<file path="config.mk">
export PLATFORM = sky130hd
export DESIGN_NAME = pdf_regs
export DESIGN_NICKNAME = d
export VERILOG_FILES = /design/src/design/pdf_pkg.sv /design/src/design/pdf_regs.sv
export SDC_FILE = /design/constraint.sdc
export NUM_CORES = 1
export LEC_CHECK = 0
export BUFFER_PORTS_ARGS = -buffer_cell sky130_fd_sc_hd__buf_2
export CAP_MARGIN = 10
export CORE_UTILIZATION = 40
export DETAILED_ROUTE_END_ITERATION = 7
export PLACE_DENSITY_LB_ADDON = 0.3
export SKIP_CTS_REPAIR_TIMING = 1
export SYNTH_ARGS = -nofsm -noshare
export SYNTH_HDL_FRONTEND = slang
export SYNTH_SLANG_ARGS = --single-unit
</file>
<file path="constraint.sdc">
create_clock -name i_clk -period 2 [get_ports i_clk]
set_input_delay 0.4 -clock i_clk [delete_from_list [all_inputs] [get_ports i_clk]]
set_output_delay 0.4 -clock i_clk [all_outputs]
set_load 0.01 [all_outputs]
</file>
<file path="src/design/pdf_pkg.sv">
// Shared types and constants of the pixel deglitch filter.
// Used by pdf_regs and by the pixel_deglitch_filter_unit top level.
package pdf_pkg;

    // Default sizing of the line store
    localparam int unsigned MAX_WIDTH_DEF  = 1024;
    localparam int unsigned LINE_COUNT_DEF = 3;

    // Register field widths
    localparam int unsigned CFG_WIDTH_W  = 11;
    localparam int unsigned CFG_HEIGHT_W = 13;
    localparam int unsigned CFG_THRESH_W = 8;

    // Frame height limit
    localparam logic [CFG_HEIGHT_W-1:0] HEIGHT_LIMIT = 13'd4096;

    // Payload widths
    localparam int unsigned PIX_W     = 8;
    localparam int unsigned OUT_ROW_W = 12;
    localparam int unsigned OUT_COL_W = 10;

    // APB port sizing
    localparam int unsigned APB_ADDR_W = 4;
    localparam int unsigned APB_DATA_W = 32;

    // Register indexes (paddr[3:2])
    localparam logic [1:0] REG_IMAGE_WIDTH  = 2'd0;
    localparam logic [1:0] REG_IMAGE_HEIGHT = 2'd1;
    localparam logic [1:0] REG_THRESHOLD    = 2'd2;

    // Register reset values
    localparam logic [CFG_WIDTH_W-1:0]  RST_IMAGE_WIDTH  = 11'd1024;
    localparam logic [CFG_HEIGHT_W-1:0] RST_IMAGE_HEIGHT = 13'd768;
    localparam logic [CFG_THRESH_W-1:0] RST_THRESHOLD    = 8'd1;

    // Configuration handed from the register block to the datapath
    typedef struct packed {
        logic [CFG_WIDTH_W-1:0]  width;
        logic [CFG_HEIGHT_W-1:0] height;
        logic [CFG_THRESH_W-1:0] thresh;
        logic                    restart;
    } t_cfg;

endpackage

</file>
<file path="src/design/pdf_regs.sv">
// APB configuration registers of the pixel deglitch filter.
// Depends on pdf_pkg for register indexes, widths and reset values.
module pdf_regs (
    input  logic                              i_clk,
    input  logic                              i_rst_n,
    input  logic                              psel,
    input  logic                              penable,
    input  logic                              pwrite,
    input  logic [pdf_pkg::APB_ADDR_W-1:0]    paddr,
    input  logic [pdf_pkg::APB_DATA_W-1:0]    pwdata,
    output logic [pdf_pkg::APB_DATA_W-1:0]    prdata,
    output logic                              pready,
    output pdf_pkg::t_cfg                     o_cfg
);

    logic [pdf_pkg::CFG_WIDTH_W-1:0]  r_width;
    logic [pdf_pkg::CFG_HEIGHT_W-1:0] r_height;
    logic [pdf_pkg::CFG_THRESH_W-1:0] r_thresh;
    logic                             r_restart;
    logic                             wr_en;
    logic [1:0]                       reg_idx;

    assign pready  = 1'b1;
    assign reg_idx = paddr[3:2];
    assign wr_en   = psel & penable & pwrite;

    // Write registers; flag a new frame on any geometry write
    always_ff @(posedge i_clk) begin
        if (!i_rst_n) begin
            r_width   <= pdf_pkg::RST_IMAGE_WIDTH;
            r_height  <= pdf_pkg::RST_IMAGE_HEIGHT;
            r_thresh  <= pdf_pkg::RST_THRESHOLD;
            r_restart <= 1'b0;
        end else begin
            r_restart <= 1'b0;
            if (wr_en) begin
                case (reg_idx)
                    pdf_pkg::REG_IMAGE_WIDTH: begin
                        r_width   <= pwdata[pdf_pkg::CFG_WIDTH_W-1:0];
                        r_restart <= 1'b1;
                    end
                    pdf_pkg::REG_IMAGE_HEIGHT: begin
                        r_height  <= pwdata[pdf_pkg::CFG_HEIGHT_W-1:0];
                        r_restart <= 1'b1;
                    end
                    pdf_pkg::REG_THRESHOLD: begin
                        r_thresh <= pwdata[pdf_pkg::CFG_THRESH_W-1:0];
                    end
                    default: begin
                    end
                endcase
            end
        end
    end

    // Read back
    always_comb begin
        case (reg_idx)
            pdf_pkg::REG_IMAGE_WIDTH:  prdata = pdf_pkg::APB_DATA_W'(r_width);
            pdf_pkg::REG_IMAGE_HEIGHT: prdata = pdf_pkg::APB_DATA_W'(r_height);
            pdf_pkg::REG_THRESHOLD:    prdata = pdf_pkg::APB_DATA_W'(r_thresh);
            default:                   prdata = '0;
        endcase
    end

    assign o_cfg.width   = r_width;
    assign o_cfg.height  = r_height;
    assign o_cfg.thresh  = r_thresh;
    assign o_cfg.restart = r_restart;

endmodule

</file>
==> out/results.tsv <==
stage	metric	value	unit
timing	fmax	576	MHz
cells_and_area	seq_area	661	um^2
cells_and_area	num_antenna_cells	0	
placement	io_buffers	65	
setup_path	critPathKind	in -> out	
placement	dp_hpwl	2460	um
floorplan	rows	23	
route	vias	1412	
cts	numCtsBuffers	5	
grt	grt_max_degree	48	
cts	clock_latency	0.28	ns
cts	clk_pin_slew	0.06	ns
setup_path	cp-start-kind	primary input	
grt	overflow	0	
synth	synth_edf_count	0	
cts	cts.path.max_buffers	2	
synth	synth_common_cells	49 x nand2_1, 40 x mux2i_1, 33 x dfxtp_1	
setup_path	endpoint	prdata[0]	
cts	cts_root_buf	clkbuf_8	
cells_and_area	fillers	406	
min_path	hold_class	in -> reg	
synth	ys.flop_type	dfxtp_1	
route	drt-initial-drc-count	57	
timing	slew_headroom	63.6	%
timing	tns	0	ns
synth	synthCells	189	
setup_path	critPathArrivalTime	1.34	ns
timing	setup_viol	0	
route	avgViaCountPerCell	4.68	
route	drc	0	
cells_and_area	multi_input_area	861	um^2
timing	tightestPinTransition	0.546	ns
placement	placed_cells	294	
setup_path	timing.rr.start	r_height[2]	
synth	yosysWarnings	0	
timing	rsz0062_at_grt	no	
run_status	outcome	finished clean	
setup_path	r2r-end	r_height[2]	
pwr	power_density	702	nW/um^2
setup_path	endpoint_kind	output pin	
cts	cts_tree	built	
grt	grt_pass1_wl	5560	um
floorplan	pin_count	107	
floorplan	start_util	42.3	%
cts	cts.htree.levels	2	
setup_path	cp_max_fo	18	
timing	post-route-period-util	86.8	%
cells_and_area	area_growth	21.4	%
floorplan	coreArea	4060	um^2
grt	grt_use_total	17.1	%
flow_run	max_cap_violations	0	
floorplan	die-height	67.5	um
cells_and_area	final_core_util	51.3	%
route	antenna_left	0	
synth	synth_area_leader_cell	dfxtp_1	
pwr	cellLeakagePower	1.01	nW
cells_and_area	post-route-cell-area	2080	um^2
route	wl_per_cell	12.1	um
grt	antenna_found_initial	0	
timing	fin_crit	1.74	ns
setup_path	critPathRequiredTime	1.60	ns
floorplan	fp.dieW	67.5	um
cells_and_area	final_nets	292	
setup_path	startpoint	paddr[2]	
synth	yosysTopAreaCellShare	38.5	%
synth	async_reset_ff_share	0	%
synth	synth_area_leaders	dfxtp_1 39%, mux2i_1 23%, nand2_1 11%	
synth	ys_ff_latch	33	
synth	syn_area	1720	um^2
synth	yosysUniqueCellTypes	24	
setup_path	r2r_cells	2	
synth	synth_area_per_cell	9.08	um^2
pwr	peakVddDrop	0.347	mV
timing	finClkSkew	0	ns
cells_and_area	drive_gt1_share	32.9	%
setup_path	regToRegSetupSlack	1.36	ns
cts	clock-sinks	33	
pwr	power	1.46	mW
floorplan	die_area	4550	um^2
timing	slew_viol_final	0	
placement	placed_cell_area	1970	um^2
route	routed_wl	3640	um
timing	timing_hold_violations_final	0	
synth	ys_seq_area_share	38.5	%
synth	synth.most_common_cell	nand2_1	
route	first_pass_iters	4	
cells_and_area	final_cells	302	
placement	finalWeightedCongestion	0.779	
grt	grt_pass1_vias	1161	
==> worst min path at each step <==
| stage | from | to | slack, ns | cells after the start |
|---|---|---|---|---|
| 2_1_floorplan | r_height[11] | r_height[11] | 0.49 | 2 |
| 3_3_place_gp | r_height[11] | r_height[11] | 0.45 | 2 |
| 3_5_place_dp | r_width[4] | r_width[4] | 0.46 | 2 |
| 4_1_cts | pwdata[12] | r_height[12] | 0.36 | 3 |
| 5_1_grt | pwdata[12] | r_height[12] | 0.37 | 3 |
| 6_report | pwdata[11] | r_height[11] | 0.36 | 3 |
==> metal layers <==
| layer | wire length (um) | GRT usage (%) |
|---|---|---|
| met5 | 0 | 0 |
| met4 | 54 | 7.18 |
| met1 | 1750 | 21.2 |
| met2 | 1580 | 26.1 |
| met3 | 249 | 6.93 |
==> placed cells by master, fill, tap and decap left out, drive strengths merged <==
master | synthesis | routed
inv | 3 | 3
and3b | 2 | 2
clkbuf | 3 | 7
buf | 31 | 71
nor3b | 2 | 2
mux2i | 40 | 40
o21ai | 8 | 8
and3 | 1 | 1
nor2b | 3 | 3
conb | 2 | 20
nand2 | 49 | 49
o211ai | 3 | 3
nand3 | 2 | 2
nor3 | 1 | 1
bufinv | 0 | 1
dfxtp | 33 | 33
nand4b | 2 | 2
nor2 | 3 | 3
and2 | 1 | 1
==> flip-flops by register name (all words and copies together), names as in the netlist <==
name	cells
r_width	11
r_thresh	8
r_height	13
r_restart	1
==> worst max-delay path, cell delays in order <==
cell and delay, ns:
buf_2 0.43, mux2i_1 0.25, o21ai_0 0.09, buf_2 0.15
==> area by class of cell <==
type | count | share of cell area, %
inverter | 3 | 0.541
multi-input combinational | 137 | 41.3
timing repair buffer | 71 | 17.8
tap | 50 | 3.00
clock inverter | 1 | 1.44
clock buffer | 7 | 4.15
sequential | 33 | 31.7
==> stage by stage <==
step           hold slack (ns)  worst slack (ns)
2_1_floorplan            0.487             0.476
3_3_place_gp             0.453             0.240
3_5_place_dp             0.460             0.228
4_1_cts                  0.356             0.233
5_1_grt                  0.367             0.141
6_report                 0.364             0.264
==> logic make-up (layout without fill, tap and decap cells) <==
| kind of cell | count (synthesis) | after routing | synth area share, % |
|---|---|---|---|
| mux | 40 | 40 | 23.3 |
| simple gates | 66 | 66 | 18.8 |
| compound gates | 11 | 11 | 3.65 |
| other cells | 2 | 20 | 0.438 |
| flops | 33 | 33 | 38.5 |
| buf+inv | 37 | 82 | 15.2 |
==> where the power goes <==
group	internal, mW	switching, mW	total [mW]	leakage, nW
clock	0.406	0.240	0.646	0.0585
sequential	0.666	0.00615	0.672	0.267
combinational	0.0529	0.0905	0.143	0.686
No activity file was read; power rests on OpenSTA's default activity.
